[src/rtl/morton_order_point_sort_macros.svh]
// assertion macros included by the top rtl file
`ifndef MORTON_ORDER_POINT_SORT_MACROS_SVH
`define MORTON_ORDER_POINT_SORT_MACROS_SVH

// same-cycle implication, sampled on i_clk, off during reset
`define MOPS_ASSERT_SAME(label, ante, cons, msg) \
    label: assert property (@(posedge i_clk) disable iff (!i_rst_n) (ante) |-> (cons)) \
        else $error(msg);

// next-cycle implication, sampled on i_clk, off during reset
`define MOPS_ASSERT_NEXT(label, ante, cons, msg) \
    label: assert property (@(posedge i_clk) disable iff (!i_rst_n) (ante) |=> (cons)) \
        else $error(msg);

`endif

[src/rtl/mops_ram.sv]
// ----------------------------------------------------------------------------
// mops_ram
// Generic simple dual-port RAM, one write port, one registered read port.
// ----------------------------------------------------------------------------
module mops_ram #(
    parameter int WIDTH = 8,
    parameter int DEPTH = 64
) (
    input  logic                     i_clk,
    input  logic                     i_wr_en,
    input  logic [$clog2(DEPTH)-1:0] i_wr_addr,
    input  logic [WIDTH-1:0]         i_wr_data,
    input  logic [$clog2(DEPTH)-1:0] i_rd_addr,
    output logic [WIDTH-1:0]         o_rd_data
);

    logic [WIDTH-1:0] r_mem [DEPTH];
    logic [WIDTH-1:0] r_rd_data;

    // write port and registered read
    always_ff @(posedge i_clk) begin
        if (i_wr_en) begin
            r_mem[i_wr_addr] <= i_wr_data;
        end
        r_rd_data <= r_mem[i_rd_addr];
    end

    assign o_rd_data = r_rd_data;

endmodule

[config.mk]
export PLATFORM = sky130hd
export DESIGN_NAME = mops_ram
export DESIGN_NICKNAME = d
export VERILOG_FILES = /design/src/rtl/morton_order_point_sort_macros.svh /design/src/rtl/mops_ram.sv
export SDC_FILE = /design/constraint.sdc
export NUM_CORES = 1
export LEC_CHECK = 0
export BUFFER_PORTS_ARGS = -buffer_cell sky130_fd_sc_hd__buf_2
export CORE_MARGIN = 4
export CORE_UTILIZATION = 55
export DETAILED_ROUTE_END_ITERATION = 10
export PLACE_DENSITY = 0.83
export RECOVER_POWER = 25
export SLEW_MARGIN = 20
export SYNTH_ARGS = -nofsm -noshare
export SYNTH_HDL_FRONTEND = slang
export SYNTH_SLANG_ARGS = --single-unit
[constraint.sdc]
create_clock -name i_clk -period 2.9 [get_ports i_clk]
set_input_delay 0.29 -clock i_clk [delete_from_list [all_inputs] [get_ports i_clk]]
set_output_delay 0.29 -clock i_clk [all_outputs]
set_load 0.005 [all_outputs]
# Yosys cells after proc, flatten, opt, wreduce, memory -nomap -nowiden
# Memory sizes are Yosys's and may differ from the RTL's. A register that Yosys moved wholly into a read port is not among the register bits.
# Cells that the tools add are included.
[totals] regBits=0 mem_bits_rw=512 in_bits=22 output_inout_bits=8 wordCells=3 n_memories=1
[classes] muxes=2
[mem_list] memory="r_mem" depth=64 word_bits=8 read_ports=1 rd_ports_with_merged_regs=1 wr=1 line_no="mops_ram.sv:17" text="logic [WIDTH-1:0] r_mem [DEPTH];"
[op_table] op="$mux W1" n=2

# Longest topological paths before layout
# Gate-level depths: netlist (run 1).
[logic_depth] ltp_word=2 ltp_mapped=9 ltp_nobuf=5

# Worst setup path before layout (run 1)
# OpenSTA, ideal clock, no wires.
[synth_timing] kind="input -> register" start="in i_rd_addr[1]" end="reg r_rd_data[3] (netlist: o_rd_data[3]), read port of r_mem" setup_time_ns=0.128 arrival_ns=1.830 t_required_ns=2.772 path_slack_ns=0.942 cell_stages=7 n_path_buf=3 cell_sequence="buf_4 buf_2 buf_2 mux4_2 mux4_2 o21ai_1 o41ai_1"
[synth_rtl] element="start: declaration" line_no="mops_ram.sv:13" text="input logic [$clog2(DEPTH)-1:0] i_rd_addr,"
[synth_rtl] element="end: declaration" line_no="mops_ram.sv:18" text="logic [WIDTH-1:0] r_rd_data;"

==> summary.json, run 1 <==
{
  "post-place-ws_ns": 0.258,
  "synth_top_flop_cell": "sky130_fd_sc_hd__edfxtp_1",
  "post-cts-setup-buffers": 0,
  "cp.arrival_ns": 2.64,
  "critical-path-top-delay-family": "multiplexers",
  "fp-row-count": 69,
  "startpoint_type": "register",
  "drtIter0Drc": 1427,
  "htree_levels": 2,
  "period_share_pct": 76.3,
  "syn_to_layout_area_delta_pct": 12.9,
  "synthDominantCellAreaShare_pct": 76.2,
  "dp_hpwl_um": 27500,
  "p_leak_nw": 7.27,
  "synth_cells": 940,
  "detail_route.drc_violations": 0,
  "synth_nets": 962,
  "power.sequential.fraction_pct": 56.0,
  "critical_path.max_stage_delay_ns": 0.48,
  "power.internal_mw": 11.8,
  "p_switching_mw": 3.08,
  "rsz_0062_raised_after_global_routing": "false",
  "maximum_number_of_pins_on_one_net_before_global_route_repair": 65,
  "holdCritPathClass": "in2reg",
  "worst_ep_required_time_ns": 3.32,
  "vias_per_cell": 6.61,
  "cellPowerDensity_nw_per_um2": 655,
  "setup_viol": 0,
  "multi_input_area_um2": 4320,
  "grt_pass1_vias": 10485,
  "ctsRootBufferMaster": "sky130_fd_sc_hd__clkbuf_16",
  "maxSlewViolCount": 65,
  "initial_utilization_pct": 56.3,
  "route.vias.total": 10304,
  "critical_path.cell_chain": "mux4_2, mux2_2, o221a_2, nor3_1, o32ai_1",
  "place_congestion": 0.862,
  "routed-wl-met3_um": 4430,
  "floorplan.core_area_um2": 35800,
  "final.fill_count": 2223,
  "result_of_the_run": "finished, violations left",
  "post-synth-top-area-cell": "sky130_fd_sc_hd__edfxtp_1",
  "wl_cell_um": 29.3,
  "clock_tree.buffer_depth": 3,
  "max_clock_freq_mhz": 452,
  "skew_ns": 0.0203,
  "dieWidth_um": 199,
  "vdd_drop_max_v": 0.000472,
  "synth_edf_count": 512,
  "nets": 1087,
  "timing.critical_path.fanout_max": 1,
  "switching_share_pct": 20.7,
  "grt_remaining_overflow": 0,
  "worstMarginPinSlew_ns": 1.68,
  "globalRouteTotalUtil_pct": 23.4,
  "die_height_um": 199,
  "clock_latency_ns": 0.56,
  "wl_met2_um": 22500,
  "clk_pin_slew_ns": 0.06,
  "design.portCount": 30,
  "n_antenna_cell": 0,
  "final-seq-area_um2": 15500,
  "postCtsHoldBufs": 0,
  "port_buffers": 29,
  "crit_buf_inv": 0,
  "synth-seq-area-share_pct": 77.0,
  "timing.setup.tns_ns": 0,
  "max_slew_margin_pct": -12.1,
  "final-hold-violation-count": 0,
  "design.die.area_um2": 39800,
  "detail_route.first_pass.iterations": 7,
  "p_comb_share_pct": 5.3,
  "proportion_of_layout_cells_with_a_drive_suffix_above_1_pct": 29.6,
  "final_critical_path_setup_slack_ns": 0.686,
  "clock_power_share_pct": 38.7,
  "netlist_area_um2": 20200,
  "yosysUniqueCellTypes": 40,
  "met1_wire_length_um": 16900,
  "synth-async-reset-ratio_pct": 0,
  "number_of_buffers_added_by_the_clock_tree_synthesis_step": 48,
  "netlist_top_cells_area": "sky130_fd_sc_hd__edfxtp_1 76%, sky130_fd_sc_hd__mux4_2 14%, sky130_fd_sc_hd__nor2_1 1.5%, sky130_fd_sc_hd__mux2i_1 1.1%, sky130_fd_sc_hd__dfxtp_1 0.79%",
  "violations": "max-capacitance violations, max-slew violations",
  "endpoint_kind": "register",
  "clock_tree_from_tritoncts": "done",
  "crit_path_top_delay_cell": "sky130_fd_sc_hd__mux4_2",
  "wl_um": 45600,
  "yosysWarningCount": 0,
  "ys_seq_elements": 520,
  "synth.avg_cell_area_um2": 21.5,
  "cts_resized": 0,
  "grt_pass1_wl_um": 68300,
  "cap_viol_max_count": 2,
  "number_of_sinks_handled_by_clock_tree_synthesis": 520,
  "antenna_found_initial": 2,
  "final.min_clock_period_ns": 2.21,
  "antenna_left": 0,
  "top_layer_used": "met5",
  "critPathKind": "reg2reg"
}
[metal layers]
layer  global-route usage (%)  vias to the layer above
met3                     4.77                      135
li1                         -                     4164
met2                     37.6                      704
met1                     33.1                     5297
met5                        0                        -
met4                     7.77                        4
[worst min-delay path, cell delays in order]
cell                        delay [ns]
sky130_fd_sc_hd__buf_2            0.20
sky130_fd_sc_hd__nand2_1          0.09
sky130_fd_sc_hd__o2bb2ai_1        0.06
[flip-flops by register name, summed over array words and instances, names as in the netlist]
signal     flops
r_mem        512
o_rd_data      8
[cells in the final DEF, fill, tap and decap left out, types with 3 or more instances in the layout]
| master | netlist | routed |
|---|---|---|
| sky130_fd_sc_hd__clkinv_2 | 0 | 10 |
| sky130_fd_sc_hd__mux4_2 | 126 | 126 |
| sky130_fd_sc_hd__nor2b_1 | 14 | 14 |
| sky130_fd_sc_hd__clkbuf_16 | 0 | 49 |
| sky130_fd_sc_hd__buf_12 | 2 | 4 |
| sky130_fd_sc_hd__o2bb2ai_1 | 3 | 3 |
| sky130_fd_sc_hd__nor2_1 | 83 | 83 |
| sky130_fd_sc_hd__nand3b_1 | 3 | 3 |
| sky130_fd_sc_hd__a22oi_1 | 3 | 3 |
| sky130_fd_sc_hd__a21oi_1 | 3 | 3 |
| sky130_fd_sc_hd__nand2_1 | 19 | 19 |
| sky130_fd_sc_hd__a211oi_1 | 4 | 4 |
| sky130_fd_sc_hd__o221ai_1 | 8 | 8 |
| sky130_fd_sc_hd__buf_2 | 11 | 18 |
| sky130_fd_sc_hd__nand2b_1 | 7 | 7 |
| sky130_fd_sc_hd__a221oi_1 | 6 | 6 |
| sky130_fd_sc_hd__nor3_1 | 7 | 7 |
| sky130_fd_sc_hd__nand3_1 | 13 | 13 |
| sky130_fd_sc_hd__clkinv_1 | 0 | 5 |
| sky130_fd_sc_hd__dfxtp_1 | 8 | 8 |
| sky130_fd_sc_hd__buf_4 | 13 | 95 |
| sky130_fd_sc_hd__mux2i_1 | 23 | 23 |
| sky130_fd_sc_hd__edfxtp_1 | 512 | 512 |
| sky130_fd_sc_hd__mux2_2 | 13 | 13 |
| sky130_fd_sc_hd__clkbuf_1 | 17 | 19 |
| sky130_fd_sc_hd__o2111ai_1 | 3 | 3 |
| sky130_fd_sc_hd__clkbuf_2 | 0 | 4 |
| sky130_fd_sc_hd__o22ai_1 | 8 | 8 |
[final cells by class]
| type | instances | share of cell area, % |
|---|---|---|
| clock buffers | 65 | 5.69 |
| clock inverters | 17 | 0.467 |
| multi-input cells | 369 | 19.0 |
| flip-flops and latches | 520 | 68.2 |
| well taps | 461 | 2.53 |
| repair buffers | 126 | 4.10 |
[worst paths after layout]
kind,from,to,slack (ns),depth (start not counted)
worst max register to register,r_mem[21][4],o_rd_data[4],0.69,5
worst min register to register,r_mem[19][0],o_rd_data[0],0.86,4
worst max-delay path,r_mem[21][4],o_rd_data[4],0.69,5
worst min-delay path,i_rd_addr[5],o_rd_data[2],0.14,3
[per-stage QoR]
stage	utilization, %	cell area (µm²)	instances	hold slack, ns	total power [mW]
after floorplan	-	20200	940	0.389	8.93
after global routing	63.5	22800	1558	0.145	15.4
final	63.5	22800	1558	0.139	14.9
after CTS	63.5	22800	1558	0.113	15.0
after global placement	59.6	21400	1476	0.684	9.25
after detailed placement	59.6	21400	1476	0.697	9.28
[power by group through the flow]
stage / clock network (mW) / registers, mW / logic, mW
after global placement: 0 / 8.50 / 0.744
final: 5.78 / 8.35 / 0.785
after CTS: 5.83 / 8.35 / 0.783
after global routing: 6.17 / 8.35 / 0.833
after detailed placement: 0 / 8.51 / 0.771
after floorplan: 0 / 8.49 / 0.443
[synthesized netlist by cell type, types with 3 or more instances]
master                        n
sky130_fd_sc_hd__nor3_1       7
sky130_fd_sc_hd__nand3b_1     3
sky130_fd_sc_hd__nand2_1     19
sky130_fd_sc_hd__o2111ai_1    3
sky130_fd_sc_hd__buf_4       13
sky130_fd_sc_hd__mux4_2     126
sky130_fd_sc_hd__dfxtp_1      8
sky130_fd_sc_hd__nand2b_1     7
sky130_fd_sc_hd__buf_2       11
sky130_fd_sc_hd__a221oi_1     6
sky130_fd_sc_hd__nor2_1      83
sky130_fd_sc_hd__o2bb2ai_1    3
sky130_fd_sc_hd__buf_1        4
sky130_fd_sc_hd__edfxtp_1   512
sky130_fd_sc_hd__o221ai_1     8
sky130_fd_sc_hd__mux2i_1     23
sky130_fd_sc_hd__a21oi_1      3
sky130_fd_sc_hd__nor2b_1     14
sky130_fd_sc_hd__a22oi_1      3
sky130_fd_sc_hd__clkbuf_1    17
sky130_fd_sc_hd__mux2_2      13
sky130_fd_sc_hd__buf_6        4
sky130_fd_sc_hd__o22ai_1      8
sky130_fd_sc_hd__a211oi_1     4
sky130_fd_sc_hd__nand3_1     13
[logic make-up after synthesis]
group                  count (synthesis)  synth area share [%]
buffers and inverters                 51                  1.57
flip-flops                           520                  77.0
multiplexers                         162                  15.9
AO/OA/AOI/OAI                         54                  2.07
AND/OR/NAND/NOR                      153                  3.39
No activity file was read; power rests on OpenSTA's default activity.
==> run 2: changes to the inputs <==
--- a/config.mk
+++ b/config.mk
@@ -5,6 +5,7 @@
 export SDC_FILE = /design/constraint.sdc
 export NUM_CORES = 1
 export LEC_CHECK = 0
+export ABC_AREA = 1
 export BUFFER_PORTS_ARGS = -buffer_cell sky130_fd_sc_hd__buf_2
 export CORE_MARGIN = 4
 export CORE_UTILIZATION = 55
==> constraint.sdc (replaced) <==
create_clock -name i_clk -period 2.1 [get_ports i_clk]
set_input_delay 0.21 -clock i_clk [delete_from_list [all_inputs] [get_ports i_clk]]
set_output_delay 0.21 -clock i_clk [all_outputs]
set_load 0.005 [all_outputs]
==> run 2 against run 1 <==
Against the previous run: die area rose by 5.6%; largest power group unchanged; register-to-register slack improved by 0.02 ns; power rose by 45%; the flow still finishes with violations (max-capacitance violations, max-slew violations); utilization fell by 0.50 points.
==> summary.json, run 2 <==
{
  "number_of_sinks_handled_by_clock_tree_synthesis": 520,
  "p_leak_nw": 8.78,
  "synth-seq-area-share_pct": 72.8,
  "worst_ep_required_time_ns": 2.21,
  "netlist_area_um2": 21300,
  "critical-path-top-delay-family": "buffers and inverters",
  "post_layout_nonfiller_instances": 2429,
  "yosysUniqueCellTypes": 16,
  "netlist_top_cells_area": "sky130_fd_sc_hd__edfxtp_1 72%, sky130_fd_sc_hd__nand2_1 11%, sky130_fd_sc_hd__nand3_1 10%, sky130_fd_sc_hd__buf_6 1.8%, sky130_fd_sc_hd__nor2_1 0.99%",
  "crit_path_end": "r_mem[25][3]",
  "layout_commonest_cell": "sky130_fd_sc_hd__nand2_1",
  "synth_top_flop_cell": "sky130_fd_sc_hd__edfxtp_1",
  "startpoint_type": "input pin",
  "placement.cell_area_um2": 22400,
  "timing.critical_path.fanout_max": 64,
  "synth.avg_cell_area_um2": 11.8,
  "syn_to_layout_area_delta_pct": 12.0,
  "antenna_left": 0,
  "crit_path_start": "i_wr_data[3]",
  "synth_nets": 1827,
  "setup_viol": 0,
  "ctsRootBufferMaster": "sky130_fd_sc_hd__clkbuf_16",
  "synth.most_common_cell": "sky130_fd_sc_hd__nand2_1",
  "violations": "max-capacitance violations, max-slew violations",
  "grt_pass1_wl_um": 80800,
  "period_share_pct": 67.9,
  "proportion_of_layout_cells_with_a_drive_suffix_above_1_pct": 11.1,
  "post-place-ws_ns": 0.237,
  "yosysWarningCount": 0,
  "place_congestion": 0.912,
  "cp.arrival_ns": 1.54,
  "wl_cell_um": 21.6,
  "vdd_drop_max_v": 0.000951,
  "worstReg2RegStart": "r_mem[51][4]",
  "maxSlewViolCount": 260,
  "critical_path.cell_chain": "buf_2, clkbuf_2",
  "detail_route.drc_violations": 0,
  "layout_common_cells": "648 x sky130_fd_sc_hd__nand2_1, 512 x sky130_fd_sc_hd__edfxtp_1, 439 x sky130_fd_sc_hd__nand3_1, 86 x sky130_fd_sc_hd__buf_4, 56 x sky130_fd_sc_hd__nor2_1",
  "total_power_mw": 21.7,
  "share_of_synthesized_cell_area_in_and_or_nand_and_nor_gates_pct": 23.2,
  "route.vias.total": 14706,
  "final-hold-violation-count": 0,
  "crit_buf_inv": 2,
  "initial_utilization_pct": 56.3,
  "synth_compound_area_share_pct": 0,
  "maximum_number_of_pins_on_one_net_before_global_route_repair": 91,
  "worst_hold_slack_ns": 0.0449,
  "final.min_clock_period_ns": 1.43,
  "synth-async-reset-ratio_pct": 0,
  "max_clock_freq_mhz": 701,
  "synth_edf_count": 512,
  "critical_path.max_stage_delay_ns": 1.21,
  "cap_viol_max_count": 4,
  "synth_cells": 1805,
  "clock_latency_ns": 0.57,
  "clock_tree.buffer_depth": 3,
  "timing.reg2reg.setup_slack_ns": 0.71,
  "fp-row-count": 71,
  "floorplan.core_area_um2": 37900,
  "netlist_top_cells_count": "648 x sky130_fd_sc_hd__nand2_1, 512 x sky130_fd_sc_hd__edfxtp_1, 439 x sky130_fd_sc_hd__nand3_1",
  "design.portCount": 30,
  "final_critical_path_setup_slack_ns": 0.674,
  "clk_pin_slew_ns": 0.06,
  "rsz_0062_raised_after_global_routing": "false",
  "antenna_found_initial": 2,
  "synthDominantCellAreaShare_pct": 72.0,
  "result_of_the_run": "finished, violations left",
  "crit_cells": 2,
  "synth_mux_area_share_pct": 0,
  "grt_pass1_vias": 14434,
  "clock_tree_from_tritoncts": "done",
  "reg2reg_depth": 8,
  "wl_um": 52400,
  "ys_seq_elements": 520,
  "top_register": "r_mem",
  "holdCritPathClass": "in2reg",
  "crit_path_top_delay_cell": "sky130_fd_sc_hd__clkbuf_2",
  "globalRouteTotalUtil_pct": 24.9,
  "port_buffers": 29,
  "detail_route.first_pass.iterations": 5,
  "synth_xor_xnor_area_share_pct": 0,
  "post-route-util_pct": 63.0,
  "largest_reg_flops": 512,
  "synth_top_family_by_area": "simple AND/OR/NAND/NOR gates",
  "crit-reg2reg-capture": "o_rd_data[4]",
  "cts_resized": 0,
  "critPathKind": "in2reg",
  "dieWidth_um": 205,
  "nets": 1901,
  "max_slew_margin_pct": -12.7,
  "skew_ns": 0.0201,
  "endpoint_kind": "register",
  "drtIter0Drc": 2079,
  "dp_hpwl_um": 31000,
  "timing.setup.tns_ns": 0,
  "vias_per_cell": 6.05,
  "worstMarginPinSlew_ns": 1.69,
  "final.fill_count": 2649,
  "design.die.area_um2": 42000,
  "place_inst": 2338,
  "arithmetic_cell_share_of_the_synthesized_area_counting_full_adders_half_adders_and_majority_gates_pct": 0,
  "cellPowerDensity_nw_per_um2": 907,
  "grt_remaining_overflow": 0,
  "post-synth-top-area-cell": "sky130_fd_sc_hd__edfxtp_1",
  "design_area_um2": 23900,
  "die_height_um": 205,
  "number_of_buffers_added_by_the_clock_tree_synthesis_step": 49,
  "htree_levels": 2
}
run 2: changes by cell type after synthesis, sizes merged, moves of 23 or more:
| cell | before | now |
|---|---|---|
| buf | 34 | 98 |
| nand2 | 19 | 648 |
| mux2i | 23 | 0 |
| nand3 | 13 | 439 |
| nor2 | 83 | 56 |
| mux4 | 126 | 0 |
run 2: area by class of cell:
type                    count  area, µm²  share of cell area, %
diodes                      1       2.50                 0.0105
clock buffers              61       1290                   5.40
clock inverters            28        297                   1.24
inverters                  12       52.6                  0.220
multi-input cells        1160       4950                   20.7
flip-flops and latches    520      15500                   65.0
well taps                 511        639                   2.67
repair buffers            136       1150                   4.79
run 2: worst min path at each step:
| stage | start | end | slack (ns) | cells after the start |
|---|---|---|---|---|
| 6_report | i_rd_addr[4] | o_rd_data[4] | 0.04 | 4 |
| 3_5_place_dp | i_rd_addr[5] | o_rd_data[5] | 0.57 | 3 |
| 5_1_grt | i_rd_addr[4] | o_rd_data[4] | 0.07 | 4 |
| 2_1_floorplan | i_wr_data[0] | r_mem[0][0] | 0.31 | 0 |
| 4_1_cts | i_rd_addr[4] | o_rd_data[4] | 0.03 | 4 |
| 3_3_place_gp | i_rd_addr[5] | o_rd_data[7] | 0.57 | 3 |
run 2: routing by layer:
layer  up-vias  part of all wire, %  GRT usage (%)  wire length, µm
met5         -                0.013              0                7
met1      7072                   37           33.9            19200
met2       956                   47           39.3            24600
li1       6494                    -              -                -
met3       182                   11           5.08             6020
met4         2                  4.8           11.1             2500
run 2: logic make-up (layout without fill, tap and decap cells):
logic type | count (synthesis) | in the layout
DFF | 520 | 520
other | 0 | 1
and+or+nand+nor | 1160 | 1160
buffers and inverters | 125 | 237
run 2: repair_timing:
item | CTS | global route
setup buffers | 0 | 0
hold buffers | 1 | 0
endpoints found under the setup margin | 0 | 0
hold endpoints to repair | 5 | 0
run 2: power breakdown:
group | total (mW) | switching [mW] | internal (mW) | leakage [nW]
Clock | 8.76 | 3.65 | 5.10 | 0.793
Sequential | 11.5 | 0.0482 | 11.5 | 4.67
Combinational | 1.38 | 1.01 | 0.367 | 3.31
Total | 21.7 | 4.71 | 17.0 | 8.78
