<file path="config.mk">
export PLATFORM = sky130hd
export DESIGN_NAME = mops_grid
export DESIGN_NICKNAME = d
export VERILOG_FILES = /design/src/rtl/morton_order_point_sort_macros.svh /design/src/rtl/mops_pkg.sv /design/src/rtl/mops_grid.sv
export SDC_FILE = /design/constraint.sdc
export NUM_CORES = 1
export LEC_CHECK = 0
export BUFFER_PORTS_ARGS = -buffer_cell sky130_fd_sc_hd__clkbuf_2
export CELL_PAD_IN_SITES_DETAIL_PLACEMENT = 1
export CELL_PAD_IN_SITES_GLOBAL_PLACEMENT = 2
export CORE_MARGIN = 3
export CORE_UTILIZATION = 41
export DETAILED_ROUTE_END_ITERATION = 8
export GPL_TIMING_DRIVEN = 0
export HOLD_SLACK_MARGIN = 0.03
export PLACE_DENSITY_LB_ADDON = 0.3
export SLEW_MARGIN = 5
export SYNTH_ARGS = -nofsm -noshare
export SYNTH_HDL_FRONTEND = slang
export SYNTH_SLANG_ARGS = --single-unit
export TNS_END_PERCENT = 50
</file>
<file path="constraint.sdc">
create_clock -name i_clk -period 14.85 [get_ports i_clk]
set_input_delay 0.7425 -clock i_clk [delete_from_list [all_inputs] [get_ports i_clk]]
set_output_delay 0.7425 -clock i_clk [all_outputs]
set_load 0.05 [all_outputs]
</file>
<file path="src/rtl/morton_order_point_sort_macros.svh">
// assertion macros included by the top rtl file
`ifndef MORTON_ORDER_POINT_SORT_MACROS_SVH
`define MORTON_ORDER_POINT_SORT_MACROS_SVH

// same-cycle implication, sampled on i_clk, off during reset
`define MOPS_ASSERT_SAME(label, ante, cons, msg) \
    label: assert property (@(posedge i_clk) disable iff (!i_rst_n) (ante) |-> (cons)) \
        else $error(msg);

// next-cycle implication, sampled on i_clk, off during reset
`define MOPS_ASSERT_NEXT(label, ante, cons, msg) \
    label: assert property (@(posedge i_clk) disable iff (!i_rst_n) (ante) |=> (cons)) \
        else $error(msg);

`endif

</file>
<file path="src/rtl/mops_pkg.sv">
// ----------------------------------------------------------------------------
// mops_pkg
// Types, constants and helper functions of the morton order point sort.
// ----------------------------------------------------------------------------
package mops_pkg;

    localparam int MAX_POINTS = 64;
    localparam int GRID_BITS  = 21;
    localparam int COORD_W    = 32;
    localparam int IDX_W      = $clog2(MAX_POINTS);
    localparam int CNT_W      = $clog2(MAX_POINTS + 1);
    localparam int CODE_W     = 3 * GRID_BITS;
    localparam int OUT_IDX_W  = 6;
    localparam int OUT_CODE_W = 63;
    localparam int SPAN_W     = COORD_W + 1;
    localparam int DVD_W      = SPAN_W + GRID_BITS;
    localparam int STEP_W     = $clog2(GRID_BITS + 1);
    localparam int PT_W       = 3 * COORD_W;

    typedef struct packed {
        logic signed [COORD_W-1:0] x_coord;
        logic signed [COORD_W-1:0] y_coord;
        logic signed [COORD_W-1:0] z_coord;
        logic                      last_point;
    } t_point;

    typedef struct packed {
        logic [OUT_IDX_W-1:0]  point_index;
        logic [OUT_CODE_W-1:0] sort_code;
        logic                  last_result;
        logic                  dropped;
    } t_result;

    typedef enum logic [3:0] {
        S_LOAD,
        S_GRID_RD,
        S_GRID_START,
        S_GRID_WAIT,
        S_RANK_RD,
        S_RANK_LD,
        S_RANK_SCAN,
        S_OUT_ORD,
        S_OUT_IDX,
        S_OUT_CODE,
        S_OUT_HOLD
    } t_state;

    // bit interleave: x to 3i, y to 3i+1, z to 3i+2
    function automatic logic [CODE_W-1:0] morton(input logic [GRID_BITS-1:0] gx,
                                                 input logic [GRID_BITS-1:0] gy,
                                                 input logic [GRID_BITS-1:0] gz);
        logic [CODE_W-1:0] c;
        c = '0;
        for (int i = 0; i < GRID_BITS; i++) begin
            c[3*i]     = gx[i];
            c[3*i + 1] = gy[i];
            c[3*i + 2] = gz[i];
        end
        return c;
    endfunction

endpackage

</file>
<file path="src/rtl/mops_grid.sv">
// ----------------------------------------------------------------------------
// mops_grid
// One axis of grid mapping: floor(off * (2^GRID_BITS - 1) / span), one
// quotient bit per cycle by restoring division, zero on a flat axis.
// ----------------------------------------------------------------------------
module mops_grid (
    input  logic                               i_clk,
    input  logic                               i_rst_n,
    input  logic                               i_start,
    input  logic signed [mops_pkg::COORD_W-1:0] i_coord,
    input  logic signed [mops_pkg::COORD_W-1:0] i_lo,
    input  logic signed [mops_pkg::COORD_W-1:0] i_hi,
    output logic                               o_done,
    output logic [mops_pkg::GRID_BITS-1:0]     o_grid
);
    import mops_pkg::*;

    logic [SPAN_W-1:0]    w_off;
    logic [SPAN_W-1:0]    w_span;
    logic [DVD_W-1:0]     w_dvd;
    logic [SPAN_W:0]      w_trial;
    logic                 w_ge;

    logic [SPAN_W-1:0]    r_rem;
    logic [GRID_BITS-1:0] r_low;
    logic [GRID_BITS-1:0] r_q;
    logic [SPAN_W-1:0]    r_span;
    logic                 r_flat;
    logic [STEP_W-1:0]    r_cnt;
    logic                 r_busy;
    logic                 r_done;

    // offset and span, both non-negative in 33 bits
    assign w_off  = {i_coord[COORD_W-1], i_coord} - {i_lo[COORD_W-1], i_lo};
    assign w_span = {i_hi[COORD_W-1], i_hi} - {i_lo[COORD_W-1], i_lo};
    // off * (2^GRID_BITS - 1) as shift and subtract
    assign w_dvd  = (DVD_W'(w_off) << GRID_BITS) - DVD_W'(w_off);

    // one restoring step
    assign w_trial = {r_rem, r_low[GRID_BITS-1]};
    assign w_ge    = w_trial >= {1'b0, r_span};

    // control
    always_ff @(posedge i_clk) begin
        if (!i_rst_n) begin
            r_busy <= 1'b0;
            r_done <= 1'b0;
            r_cnt  <= '0;
        end else if (i_start) begin
            r_busy <= 1'b1;
            r_done <= 1'b0;
            r_cnt  <= STEP_W'(GRID_BITS - 1);
        end else if (r_busy) begin
            r_cnt  <= r_cnt - 1'b1;
            r_done <= (r_cnt == '0);
            r_busy <= (r_cnt != '0);
        end else begin
            r_done <= 1'b0;
        end
    end

    // datapath
    always_ff @(posedge i_clk) begin
        if (i_start) begin
            r_rem  <= w_dvd[DVD_W-1:GRID_BITS];
            r_low  <= w_dvd[GRID_BITS-1:0];
            r_q    <= '0;
            r_span <= w_span;
            r_flat <= (w_span == '0);
        end else if (r_busy) begin
            r_rem <= w_ge ? SPAN_W'(w_trial - {1'b0, r_span}) : w_trial[SPAN_W-1:0];
            r_low <= r_low << 1;
            r_q   <= {r_q[GRID_BITS-2:0], w_ge};
        end
    end

    assign o_done = r_done;
    assign o_grid = r_flat ? '0 : r_q;

endmodule

</file>
# Word-level counts from Yosys, hierarchy flattened
# Index checks and enable logic that the tools add are counted.
# W data, S select, Z words.
# op_classes
shift,0
addsub,5
div_mod_pow,0
n_bitwise,2
n_lt_le_gt_ge,1
mul,0
n_eq_ne,0
mux,10
n_reduce_logical,6
# op_table
op,n
$mux W33,3
$sub A32 B32 Y33,2
$mux W21,3
$sub A54 B33 Y54,1
$ge A34 B33 Y1,1
$logic_not A33 Y1,1
$sub A33 B33 Y33,1
$mux W5,2
$logic_not A5 Y1,1
$reduce_bool A5 Y1,1
$sub A5 B1 Y5 const B,1
$reduce_or A3 Y1,1
$mux W1,2
$not A1 Y1,2
$reduce_bool A2 Y1,1
$reduce_or A2 Y1,1
# totals
in_bits,99
memories,0
ff_bits,116
latchBits,0
output_inout_bits,22
ramBits,0
mem_bits_ro,0

# Longest topological paths before layout
# Gate-level depths: netlist of run 1.
# depth
depth_word,4
ltp_mapped,24

# Worst setup path after synthesis of run 1
# OpenSTA, ideal clock, no wires.
# synth_timing
kind,input to register
from,input i_coord[0] (netlist bit)
to,"register r_rem[30], data pin"
t_arrival_ns,5.160
setup_slack_ns,9.422
stages,21
cell_sequence,inv_1 ha_1 inv_1 fa_1 a21o_4 a311o_1 a21boi_2 a211oi_2 nor3b_2 o21ai_0 a21oi_1 nor2_1 a311oi_1 ha_1 o211ai_1 a21oi_1 o21ai_0 o311ai_4 or4_1 xnor2_1 a21oi_1
# synth_via
elab_chain_cells,3
# synth_rtl
item,line,source
"start, declared",mops_grid.sv:10,"input logic signed [mops_pkg::COORD_W-1:0] i_coord,"
$sub A32 B32 Y33,mops_grid.sv:34,"assign w_off = {i_coord[COORD_W-1], i_coord} - {i_lo[COORD_W-1], i_lo};"
$sub A54 B33 Y54,mops_grid.sv:37,assign w_dvd = (DVD_W'(w_off) << GRID_BITS) - DVD_W'(w_off);
$mux W33,mops_grid.sv:64,if (i_start) begin
"end signal, assigned",mops_grid.sv:65,r_rem <= w_dvd[DVD_W-1:GRID_BITS];
"end signal, assigned",mops_grid.sv:71,"r_rem <= w_ge ? SPAN_W'(w_trial - {1'b0, r_span}) : w_trial[SPAN_W-1:0];"
"end, declared",mops_grid.sv:24,logic [SPAN_W-1:0] r_rem;
# Every way passes these cells.
# A chain may end at the register's enable or synchronous reset.

# Worst setup path in the final report of run 1
# layout_timing
from,input i_coord[0] (netlist bit)
to,"register r_rem[24], data pin"
# Same word-level chain as after synthesis.

==> key figures, run 1 <==
Status
  • Status: complete, no violations

CTS
  • Longest Clk Path Bufs: 2
  • CTS tree: yes
  • Worst skew pair latency: approximately 0.42 ns
  • Setup Fix Bufs, Post-CTS: 0
  • Clk slew on worst S/H paths: ~0.05 ns
  • Post-CTS resize count: 0
  • H-tree depth: 4
  • Hold buffer count at CTS: 0
  • Clock sinks: ~120
  • Clk root buf: clkbuf_16
  • Cts bufs inserted: 17

Worst setup path
  • Crit path launch type: primary input
  • Setup CP Type: primary input to register
  • Critical Path AT: a little over 6 ns
  • CP required: around 15 ns
  • CP Max Fanout: 7
  • CP Capture Type: register
  • Worst r2r path cells: 14

Route
  • DR DRC count: 0
  • Final wirelength: just over 40000 um
  • Post-DR vias/cell: approximately 5.9
  • First-pass DRT Iterations: 5
  • Routed length per instance: about 21 um
  • Starting DRT DRC Count: around 620
  • Via count: approximately 11k
  • ANT nets after route: 0

Place
  • Routability cong.: 0.926
  • Port buffer count: 120
  • DP HPWL: around 34000 um

Cells and area
  • Layout Nets: between 1.5k and 2k
  • Share of cells above drive strength 1: between 10% and 20%
  • Area growth, synth to finish: 13.7%
  • # diodes: 0

Synth
  • Gate Count Post-Synth: ~1.4k
  • Area leader, netlist: edfxtp_1
  • Post-synthesis average cell area: around 8.6 um^2
  • Post-synth top area share: between 20% and 30%
  • Sequential share of the synthesized area: a little over a quarter
  • Yosys reg bits: 116
  • Yosys cell types: roughly 120
  • Dominant synthesized flop cell: edfxtp_1
  • Ys Warns: 0
  • Synthesized Nets: between 1.5k and 2k
  • Number of enable flip-flop cells after synthesis: between 80 and 90
  • Mapped Area: 12300 um^2
  • Dominant cells by area after synthesis: edfxtp_1 (22%), ha_1 (11%), xnor2_1 (5.7%)
  • FFs w/ async S/R, synth: 0%

Worst hold path
  • Worst hold path cell count: 2
  • Hold WC Path Type: register to register

Power and ir drop
  • PD cells: roughly 150 nW/um^2
  • P_leak: 5.99 nW
  • Peak supply drop: 94.7 uV
  • Total power: around 2.1 mW

Global routing
  • Initial antenna violation count: 3
  • All-layer global routing usage: 25.8%
  • Largest net degree at the start of global routing: 39
  • Global route overflow: 0
  • Vias in the first global route: 11.6k
  • First-pass GRT wire length: approximately 64000 um

Floorplan
  • DIE AREA: about 32000 um^2
  • Die Wd: 179 um
  • Std cell rows: 62
  • I/O pin count: 121
  • Initial Util: 42.1%
  • Die H: approximately 180 um
  • Core box area: just under 30000 um^2

Timing
  • Clk_skew: 0.00931 ns
  • Tmin final: ~6 ns
  • Unrepaired setup endpoints after global routing: false
  • Worst-margin pin slew: between 1 and 1.5 ns
  • Fin crit share: 40.4%
  • Final Hold Viols: 0
  • F_max: 167 MHz
  • TNS Setup: 0 ns
  • Slew Limit Fails: 0
  • Slew HR: 32.1%
  • Final setup vio count: 0

Flow run
  • Max Cap Viol: 0
==> cells in the mapped netlist (4+ instances only) <==
library cell,number
a211o_1,6
a211oi_1,33
nand2b_1,13
or2_2,9
o211ai_1,10
xor2_1,39
and3_1,13
nor3b_1,5
nand2_1,79
maj3_1,4
o21a_1,20
buf_2,5
nand3_1,29
mux2i_1,28
xnor2_1,80
nand3b_1,6
mux2_2,18
clkbuf_1,26
or3_1,17
o211ai_2,4
nor3_1,35
a21oi_1,122
edfxtp_1,88
nor2b_1,44
or4_1,7
nand4_1,17
a31o_2,5
and4_1,5
nor4_1,16
dfxtp_1,28
o211a_1,5
a311o_1,4
and2_1,8
o21ai_0,52
inv_1,107
ha_1,106
clkbuf_8,4
o31ai_1,9
o2111ai_1,6
nor2_1,121
a21o_1,55
a31oi_1,13
o21bai_1,5
a311oi_1,4
==> report_power, final <==
group | total (mW) | internal [mW] | switching [mW] | leakage [nW]
combinational | 1.19 | 0.456 | 0.739 | 4.61
clock | 0.409 | 0.260 | 0.149 | 0.281
sequential | 0.490 | 0.451 | 0.0382 | 1.10
total | 2.09 | 1.17 | 0.925 | 5.99
==> final cells by class <==
| cell class | count | area (um^2) |
|---|---|---|
| fillers | 3553 | 15200 |
| flip-flops and latches | 116 | 3200 |
| inverters | 107 | 402 |
| well taps | 384 | 480 |
| repair buffers | 121 | 621 |
| clock buffers | 19 | 433 |
| clock inverters | 12 | 139 |
| plain buffers | 46 | 260 |
| multi-input cells | 1152 | 8400 |
==> layer usage <==
metal | routed length [um] | GRT usage (%)
met1 | 18400 | 33.2
met3 | 1860 | 3.71
met4 | 890 | 6.95
met2 | 20200 | 45.1
met5 | 13 | 0
==> worst max-delay path: stages <==
cell and delay (ns):
clkbuf_2 0.08, inv_1 0.05, ha_1 0.16, inv_1 0.06, fa_1 0.45, a21o_4 0.26, a311o_1 0.41, a21boi_2 0.30
a211oi_2 0.17, nor3b_2 0.30, o21ai_0 0.19, a21oi_1 0.23, nor2_1 0.09, a311oi_1 0.65, ha_1 0.43, o211ai_1 0.22
a21oi_1 0.11, o21ai_0 0.30, o311ai_4 0.21, nor4_1 0.32, xor2_1 0.30, a21oi_1 0.11
==> layout by cell type, fill, tap and decap left out, types with 16 or more instances in the layout <==
cell type    n
o21a_1      20
a21o_1      55
mux2_2      18
nand4_1     17
nor2b_1     44
or3_1       17
nor4_1      16
nand2_1     78
a21oi_1    122
nor2_1     121
edfxtp_1    88
dfxtp_1     28
xor2_1      39
o21ai_0     52
nand3_1     29
clkbuf_2   121
clkbuf_16   17
a211oi_1    33
mux2i_1     28
clkbuf_1    28
ha_1       106
xnor2_1     80
nor3_1      35
inv_1      107
==> cells by family (layout without fill, tap and decap cells) <==
family | Yosys count | in the layout | share of synthesized area [%]
AOI/OAI and AO/OA | 410 | 410 | 23.6
muxes | 46 | 46 | 3.94
and+or+nand+nor | 458 | 458 | 19.8
DFF | 116 | 116 | 26.1
adders and majority gates | 113 | 113 | 11.6
xor gates and xnor gates | 125 | 125 | 9.48
buffers and inverters | 153 | 305 | 5.40
==> sequential cells by signal, indices dropped and copies added (netlist names) <==
register / flops
o_done: 1
r_rem: 33
r_flat: 1
r_span: 33
r_cnt: 5
r_low: 21
r_q: 21
r_busy: 1
==> path summary, 6_finish.rpt <==
kind         startpoint   endpoint  slack, ns
max          i_coord[0]  r_rem[24]       8.85
max reg2reg    r_rem[1]  r_rem[25]       9.93
min             r_q[20]    r_q[20]       0.49
min reg2reg     r_q[20]    r_q[20]       0.49
==> per-stage QoR <==
step                cell area (um^2)  hold WS [ns]  utilization, %  worst slack [ns]  std cells
global route                   13900         0.538            47.9              8.52       1957
detailed placement             13400         0.486            45.9              8.43       1926
global placement               13300         0.490            45.8              8.52       1925
finish                         13900         0.492            47.9              8.85       1957
floorplan                      12300         0.452               -              9.42       1421
CTS                            13900         0.498            47.9              8.87       1957
Note: power is estimated with default switching activity, not from simulation.
==> inputs of run 2 (changes only) <==
--- a/config.mk
+++ b/config.mk
@@ -5,11 +5,12 @@
 export SDC_FILE = /design/constraint.sdc
 export NUM_CORES = 1
 export LEC_CHECK = 0
+export ABC_AREA = 1
 export BUFFER_PORTS_ARGS = -buffer_cell sky130_fd_sc_hd__clkbuf_2
 export CELL_PAD_IN_SITES_DETAIL_PLACEMENT = 1
 export CELL_PAD_IN_SITES_GLOBAL_PLACEMENT = 2
 export CORE_MARGIN = 3
-export CORE_UTILIZATION = 41
+export CORE_UTILIZATION = 31
 export DETAILED_ROUTE_END_ITERATION = 8
 export GPL_TIMING_DRIVEN = 0
 export HOLD_SLACK_MARGIN = 0.03
==> constraint.sdc (replaced) <==
create_clock -name i_clk -period 4.97 [get_ports i_clk]
set_input_delay 0.2485 -clock i_clk [delete_from_list [all_inputs] [get_ports i_clk]]
set_output_delay 0.2485 -clock i_clk [all_outputs]
set_load 0.05 [all_outputs]
==> run 2 against run 1 <==
  * Synthesized cell count increased by 42%
  * Critical endpoint is now r_rem[13]
  * Flip-flop and latch count unchanged
  * Setup slack got worse by 8.0 ns
  * Clock-buffer cell count decreased by 2
  * Critical path depth increased by 6
  * Via count increased by 19%
  * Combinational power increased to 2.7 times the previous value
  * Largest power group unchanged
  * Utilization decreased by 12 points
  * Clock power increased to 3.4 times the previous value
  * Area after synthesis increased by 6.1%
  * Clock skew increased by 0.0023 ns
  * Die area increased by 39%
==> key figures, run 2 <==
Power and ir drop
  • Total power: 6.03 mW (+190%)
  • PD cells: 404 nW/um^2 (+170%)
  • Peak supply drop: 228 uV (+140%)
  • P_leak: 7.40 nW (+24%)

Floorplan
  • Die H: 211 um (+18%)
  • Die Wd: 211 um (+18%)
  • Core box area: 41100 um^2 (+41%)
  • Std cell rows: 74 (+19%)
  • DIE AREA: 44400 um^2 (+39%)
  • I/O pin count: 121 (unchanged)
  • Initial Util: 31.6% (-10 points)

Cells and area
  • Biggest regs: r_rem (33), r_span (33)
  • Area growth, synth to finish: 14.9%
  • Fin util: 36.3% (-12 points)
  • # diodes: 0 (unchanged)
  • Commonest non-fill, non-tap cells in the layout: nand2_1 (531), inv_1 (339), nor2_1 (184), a21oi_1 (146), clkbuf_2 (120)
  • Layout Nets: 2364 (+34%)
  • Share of cells above drive strength 1: 11.8% (-3.9 points)
  • Commonest non-fill, non-tap cell in the layout: nand2_1

CTS
  • CTS tree: yes
  • Setup Fix Bufs, Post-CTS: 0 (unchanged)
  • Longest Clk Path Bufs: 2 (unchanged)
  • Clk slew on worst S/H paths: 0.07 ns (+0.02 ns)
  • Worst skew pair latency: 0.45 ns (+0.03 ns)
  • Post-CTS resize count: 0 (unchanged)
  • H-tree depth: 4 (unchanged)
  • Clock sinks: 116 (unchanged)
  • Cts bufs inserted: 17 (unchanged)
  • Clk root buf: clkbuf_16
  • Hold buffer count at CTS: 0 (unchanged)

Synth
  • Commonest cells in the netlist: nand2_1 (531), inv_1 (339), nor2_1 (184)
  • Mapped Area: 13000 um^2 (+6.1%)
  • Post-synth top area share: 20.3% (-1.2 points)
  • Dominant synthesized flop cell: edfxtp_1
  • Post-synthesis average cell area: 6.45 um^2 (-25%)
  • Yosys reg bits: 116 (unchanged)
  • Synthesized Nets: 2224 (+37%)
  • FFs w/ async S/R, synth: 0% (unchanged)
  • Sequential share of the synthesized area: 24.6% (-1.5 points)
  • Top-count cell post-synth: nand2_1
  • Area leader, netlist: edfxtp_1
  • Dominant cells by area after synthesis: edfxtp_1 (20%), nand2_1 (15%), ha_1 (10%)
  • Ys Warns: 0 (unchanged)
  • Yosys cell types: 50 (-57%)
  • Gate Count Post-Synth: 2016 (+42%)
  • Number of enable flip-flop cells after synthesis: 88 (unchanged)

Timing
  • Hold slack: 0.0974 ns (-0.394 ns)
  • Fin crit share: between 80 and 90%
  • Final setup vio count: 0 (unchanged)
  • Unrepaired setup endpoints after global routing: false
  • TNS Setup: 0 ns (unchanged)
  • Slew Limit Fails: 0 (unchanged)
  • Clk_skew: 0.0116 ns (+0.00228 ns)
  • Tmin final: about 4.1 ns
  • Final worst slack: 0.858 ns (-7.99 ns)
  • F_max: between 200 and 250 MHz
  • Final Hold Viols: 0 (unchanged)
  • Worst-margin pin slew: 0.898 ns (-0.112 ns)
  • Slew HR: 39.6% (+7.4 points)

Worst setup path
  • CP required: 5.18 ns (-9.81 ns)
  • CP Max Fanout: 5 (-2)
  • Crit path launch type: primary input
  • Critical Path AT: 4.32 ns (-1.83 ns)
  • Setup CP Type: primary input to register
  • Crit path largest cell delay: 0.46 ns (-0.19 ns)
  • CP Capture Type: register
  • Critical path's most frequent cell: nand2_1
  • Max stage delay cell, worst path: fa_1

Status
  • Status: complete, no violations

Route
  • DR DRC count: 0 (unchanged)
  • Via count: 13.6k (+19%)
  • Post-DR vias/cell: 5.05 (-14%)
  • Routed length per instance: 19.5 um (-7.8%)
  • ANT nets after route: 0 (unchanged)
  • Final wirelength: 52600 um (+27%)
  • Starting DRT DRC Count: 787 (+27%)
  • First-pass DRT Iterations: 5 (unchanged)

Global routing
  • Global route overflow: 0 (unchanged)
  • All-layer global routing usage: 23.6% (-2.1 points)
  • First-pass GRT wire length: 80300 um (+25%)
  • Initial antenna violation count: 0 (-3)
  • Largest net degree at the start of global routing: 36 (-7.7%)
  • Vias in the first global route: 14.0k (+20%)

Flow run
  • Max Cap Viol: 0 (unchanged)

Place
  • DP HPWL: 45400 um (+35%)
  • Routability cong.: 0.933 (+0.75%)
  • Port buffer count: 120 (unchanged)
  • Place WS: 0.356 ns (-8.08 ns)

Worst hold path
  • Hold WC Path Type: primary input to register
-- run 2: path summary, 6_finish.rpt --
check	cells past startpoint	startpoint	slack [ns]	endpoint
max	28	i_lo[0]	0.86	r_rem[13]
min	2	i_rst_n	0.1	r_cnt[4]
max reg2reg	16	r_span[0]	1.18	r_rem[31]
min reg2reg	2	r_q[20]	0.48	r_q[20]
-- run 2: critical path: cells and delay by family --
family / cells / cell delay, ns
AOI/OAI and AO/OA: 4 / 0.48
adders and majority gates: 3 / 1.06
buffers and inverters: 5 / 0.51
and+or+nand+nor: 16 / 2.02
-- run 2: logic make-up (layout without fill, tap and decap cells) --
| group | count (synthesis) | in the layout | synth area share, % |
|---|---|---|---|
| XOR/XNOR | 92 | 92 | 6.37 |
| AND/OR/NAND/NOR | 994 | 994 | 33.6 |
| buffers and inverters | 382 | 535 | 11.1 |
| adder cells (fa/ha/maj) | 109 | 109 | 10.7 |
| flip-flops | 116 | 116 | 24.6 |
| AO/OA/AOI/OAI | 323 | 323 | 13.6 |
-- run 2: through the flow --
step	instances	cell area, um^2
after floorplan	2016	13000
after global placement	2668	14300
after detailed placement	2669	14300
after CTS	2701	14900
after global routing	2701	14900
final	2701	14900
-- run 2: metal layers --
| metal | up-vias | track usage [%] | wire (um) | part of all wire (%) |
|---|---|---|---|---|
| met1 | 6507 | 32.2 | 25200 | 48 |
| met4 | 0 | 4.76 | 699 | 1.3 |
| li1 | 6849 | - | - | - |
| met2 | 248 | 40.6 | 25000 | 48 |
| met3 | 37 | 2.69 | 1670 | 3.2 |
| met5 | - | 0 | 0 | 0 |
-- run 2: layout make-up --
type / instances / area [um^2]
fill: 5440 / 26200
multi-input combinational: 1518 / 8360
sequential: 116 / 3200
inverter: 356 / 1340
tap: 532 / 666
timing repair buffer: 121 / 621
clock buffer: 17 / 425
clock inverter: 15 / 219
buffer: 26 / 111
-- run 2: power by group --
part | internal, mW | switching [mW] | total [mW]
sequential | 1.32 | 0.115 | 1.43
clock | 0.852 | 0.534 | 1.39
combinational | 1.05 | 2.17 | 3.22
total | 3.22 | 2.81 | 6.03
==> inputs of run 3 (changes only) <==
--- a/config.mk
+++ b/config.mk
@@ -5,12 +5,12 @@
 export SDC_FILE = /design/constraint.sdc
 export NUM_CORES = 1
 export LEC_CHECK = 0
-export ABC_AREA = 1
+export ABC_AREA = 0
 export BUFFER_PORTS_ARGS = -buffer_cell sky130_fd_sc_hd__clkbuf_2
 export CELL_PAD_IN_SITES_DETAIL_PLACEMENT = 1
 export CELL_PAD_IN_SITES_GLOBAL_PLACEMENT = 2
 export CORE_MARGIN = 3
-export CORE_UTILIZATION = 31
+export CORE_UTILIZATION = 34
 export DETAILED_ROUTE_END_ITERATION = 8
 export GPL_TIMING_DRIVEN = 0
 export HOLD_SLACK_MARGIN = 0.03
==> constraint.sdc (replaced) <==
create_clock -name i_clk -period 3.3 [get_ports i_clk]
set_input_delay 0.165 -clock i_clk [delete_from_list [all_inputs] [get_ports i_clk]]
set_output_delay 0.165 -clock i_clk [all_outputs]
set_load 0.05 [all_outputs]
==> run 3 against run 2 <==
  * The run now ends with negative setup slack left
  * Global-route usage grew 0.17 points
  * Cell count shrank 20%
  * Final area grew 16%
  * First-iteration DRC count shrank 5.0%
  * Clock skew grew 0.00078 ns
  * Register-to-register slack lost 1.7 ns
  * Flip-flop and latch count is the same
  * Combinational power grew 140%
  * Clock power grew 37%
  * Critical path depth shrank 6
  * Critical endpoint is now r_rem[12]
  * Largest cell class unchanged
  * Largest power group unchanged
==> key figures, run 3 (synthesized netlist as in run 1, its figures left out) <==
Status
  • Status: complete, but fails checks
  • Failing checks: negative setup slack

Timing
  • Tmin final: between 4 and 5 ns
  • Final Hold Viols: 0 (unchanged)
  • F_max: between 200 and 250 MHz
  • Final worst slack: -1.05 ns (-1.91 ns)
  • Slew Limit Fails: 0 (unchanged)
  • Worst-margin pin slew: 1.22 ns (+0.326 ns)
  • Final setup vio count: 39 (+39)
  • Fin crit share: 132%
  • Hold slack: 0.155 ns (+0.0578 ns)
  • Slew HR: 17.8% (-22 points)
  • Clk_skew: 0.0124 ns (+0.000777 ns)
  • Unrepaired setup endpoints after global routing: true

Floorplan
  • I/O pin count: 121 (unchanged)
  • Die Wd: 196 um (-7.1%)
  • Initial Util: 35.0% (+3.3 points)
  • Core box area: 35100 um^2 (-15%)
  • Std cell rows: 68 (-8.1%)
  • Die H: 196 um (-7.1%)
  • DIE AREA: 38400 um^2 (-14%)

Worst setup path
  • RR Endpoint: r_rem[31]
  • Crit path launch type: primary input
  • Crit path max-delay family: compound AO/OA/AOI/OAI gates
  • R2r setup slk: -0.53 ns (-1.71 ns)
  • Critical Path AT: 4.49 ns (+0.17 ns)
  • Reg2reg start: r_span[1]
  • CP required: 3.44 ns (-1.74 ns)
  • CP Capture Type: register
  • Crit path largest cell delay: 0.43 ns (-0.03 ns)
  • Max stage delay cell, worst path: nor4b_4
  • Buf+Inv Stages, Crit Path: 5 (unchanged)
  • CP Max Fanout: 9 (+4)
  • Setup CP Type: primary input to register
  • Worst r2r path cells: 14 (-2)
  • CP cell instances: clkbuf_2 > inv_1 > ha_4 > buf_12 > nand2_2 > a2111oi_4 > buf_4 > o21a_4 > a211oi_2 > o21a_1 > o2111a_1 > nor3_4 > ha_4 > nand3_4 > nor4b_4 > buf_4 > nand2_1 > a21oi_2 > o2111ai_4 > nand2_2 > xnor2_4 > mux2i_1

Global routing
  • Vias in the first global route: 12.6k (-9.5%)
  • Global route overflow: 0 (unchanged)
  • First-pass GRT wire length: 72200 um (-10%)
  • Largest net degree at the start of global routing: 36 (unchanged)
  • All-layer global routing usage: 23.8% (+0.17 points)
  • Initial antenna violation count: 0 (unchanged)

Route
  • Final wirelength: 49100 um (-6.8%)
  • Post-DR vias/cell: 5.68 (+12%)
  • ANT nets after route: 0 (unchanged)
  • Routed length per instance: 22.7 um (+16%)
  • Via count: 12.3k (-9.9%)
  • Starting DRT DRC Count: 748 (-5.0%)
  • DR DRC count: 0 (unchanged)
  • First-pass DRT Iterations: 5 (unchanged)

Place
  • Routability cong.: 0.894 (-4.1%)
  • Port buffer count: 120 (unchanged)
  • DP HPWL: 35100 um (-23%)

Cells and area
  • Biggest regs: r_rem (33), r_span (33)
  • Fillers: 3977 (-27%)
  • Layout Nets: 1905 (-19%)
  • Commonest non-fill, non-tap cell in the layout: buf_4
  • Area of the multi-input gates: 10500 um^2 (+25%)
  • # diodes: 0 (unchanged)
  • Area growth, synth to finish: 41.9%
  • Commonest non-fill, non-tap cells in the layout: buf_4 (125), clkbuf_2 (117), nor2_1 (112), inv_1 (100), a21oi_1 (96)
  • Reg area: 3200 um^2 (unchanged)
  • Share of cells above drive strength 1: 37.1% (+25 points)

CTS
  • Longest Clk Path Bufs: 2 (unchanged)
  • Cts bufs inserted: 17 (unchanged)
  • CTS tree: yes
  • H-tree depth: 4 (unchanged)
  • Clk root buf: clkbuf_16
  • Clk slew on worst S/H paths: 0.06 ns (about the same)
  • Clock sinks: 116 (unchanged)
  • Worst skew pair latency: 0.43 ns (-0.02 ns)

Power and ir drop
  • Total power: 11.7 mW (+94%)
  • PD cells: 675 nW/um^2 (+67%)
  • P_leak: 7.26 nW (-1.9%)
  • Peak supply drop: 399 uV (+75%)

Worst hold path
  • Worst hold path cell count: 3 (+1)
  • Min-Delay Endpoint: r_span[0]
  • Hold WC Path Type: primary input to register
  • Worst min-delay path startpoint: i_lo[0]

Flow run
  • Max Cap Viol: 0 (unchanged)
-- run 3: changes by cell type in the layout (fill, tap and decap cells not counted), sizes merged, moves of 44 or more --
cell   delta
inv     -254
nor2b    +44
xnor2    +52
a21o     +48
o21ai    -48
nand2   -483
nor2     -86
buf     +145
nand3   -100
-- run 3: metal layers --
| layer | wire length (um) | global-route usage [%] | vias to the layer above | part of all wire (%) |
|---|---|---|---|---|
| met2 | 24900 | 42.6 | 332 | 51 |
| met5 | 0 | 0 | - | 0 |
| met1 | 20400 | 29.4 | 6069 | 42 |
| li1 | - | - | 5787 | - |
| met3 | 1690 | 2.71 | 103 | 3.5 |
| met4 | 2030 | 8.93 | 0 | 4.1 |
-- run 3: worst max-delay path by stage --
stage,from,endpoint,slack [ns],cells after the start
6_report,i_lo[4],r_rem[12],-1.05,22
5_1_grt,i_lo[4],r_rem[12],-1.12,22
4_1_cts,i_coord[0],r_rem[30],-1.0,25
3_5_place_dp,i_coord[0],r_rem[12],-2.31,22
3_3_place_gp,i_coord[0],r_rem[12],-2.24,22
2_1_floorplan,i_coord[0],r_rem[30],-1.04,21
-- run 3: what timing repair did --
item	4_1_cts	5_1_grt
setup buffers	87	56
pin swaps	109	99
hold endpoints to repair	3	0
gates cloned	2	0
hold buffers	1	0
gates resized for setup	233	160
setup endpoints to repair	47	47
-- run 3: final cells by class --
| cell class | instances | area share [%] |
|---|---|---|
| Clock inverter | 10 | 0.748 |
| Clock buffer | 22 | 2.73 |
| Multi-Input combinational cell | 1152 | 60.1 |
| Tap cell | 455 | 3.27 |
| Sequential cell | 116 | 18.4 |
| Inverter | 107 | 2.40 |
| Buffer | 42 | 1.89 |
| Timing Repair Buffer | 261 | 10.4 |
-- run 3: through the flow --
step / util (%) / instance area [um^2] / worst slack [ns] / TNS (ns) / cells
floorplan: - / 12500 / -1.04 / -23.75 / 1421
global placement: 38.9 / 13600 / -2.24 / -132.56 / 1996
global route: 49.6 / 17400 / -1.12 / -29.94 / 2165
CTS: 46.3 / 16200 / -0.999 / -24.60 / 2116
finish: 49.6 / 17400 / -1.05 / -25.94 / 2165
detailed placement: 39.0 / 13700 / -2.31 / -80.95 / 1997
-- run 3: worst reg2reg max path, delay by kind of cell (launching register included) --
kind            cells  cell delay (ns)
xor+xnor            1             0.14
fa+ha+maj           1             0.35
buf+inv             1             0.07
compound gates      9             2.23
flops               1             0.41
simple gates        2             0.32
-- run 3: power breakdown --
group	internal (mW)	switching, mW
logic	3.31	4.29
registers	2.03	0.193
clock network	1.24	0.666
total	6.58	5.15
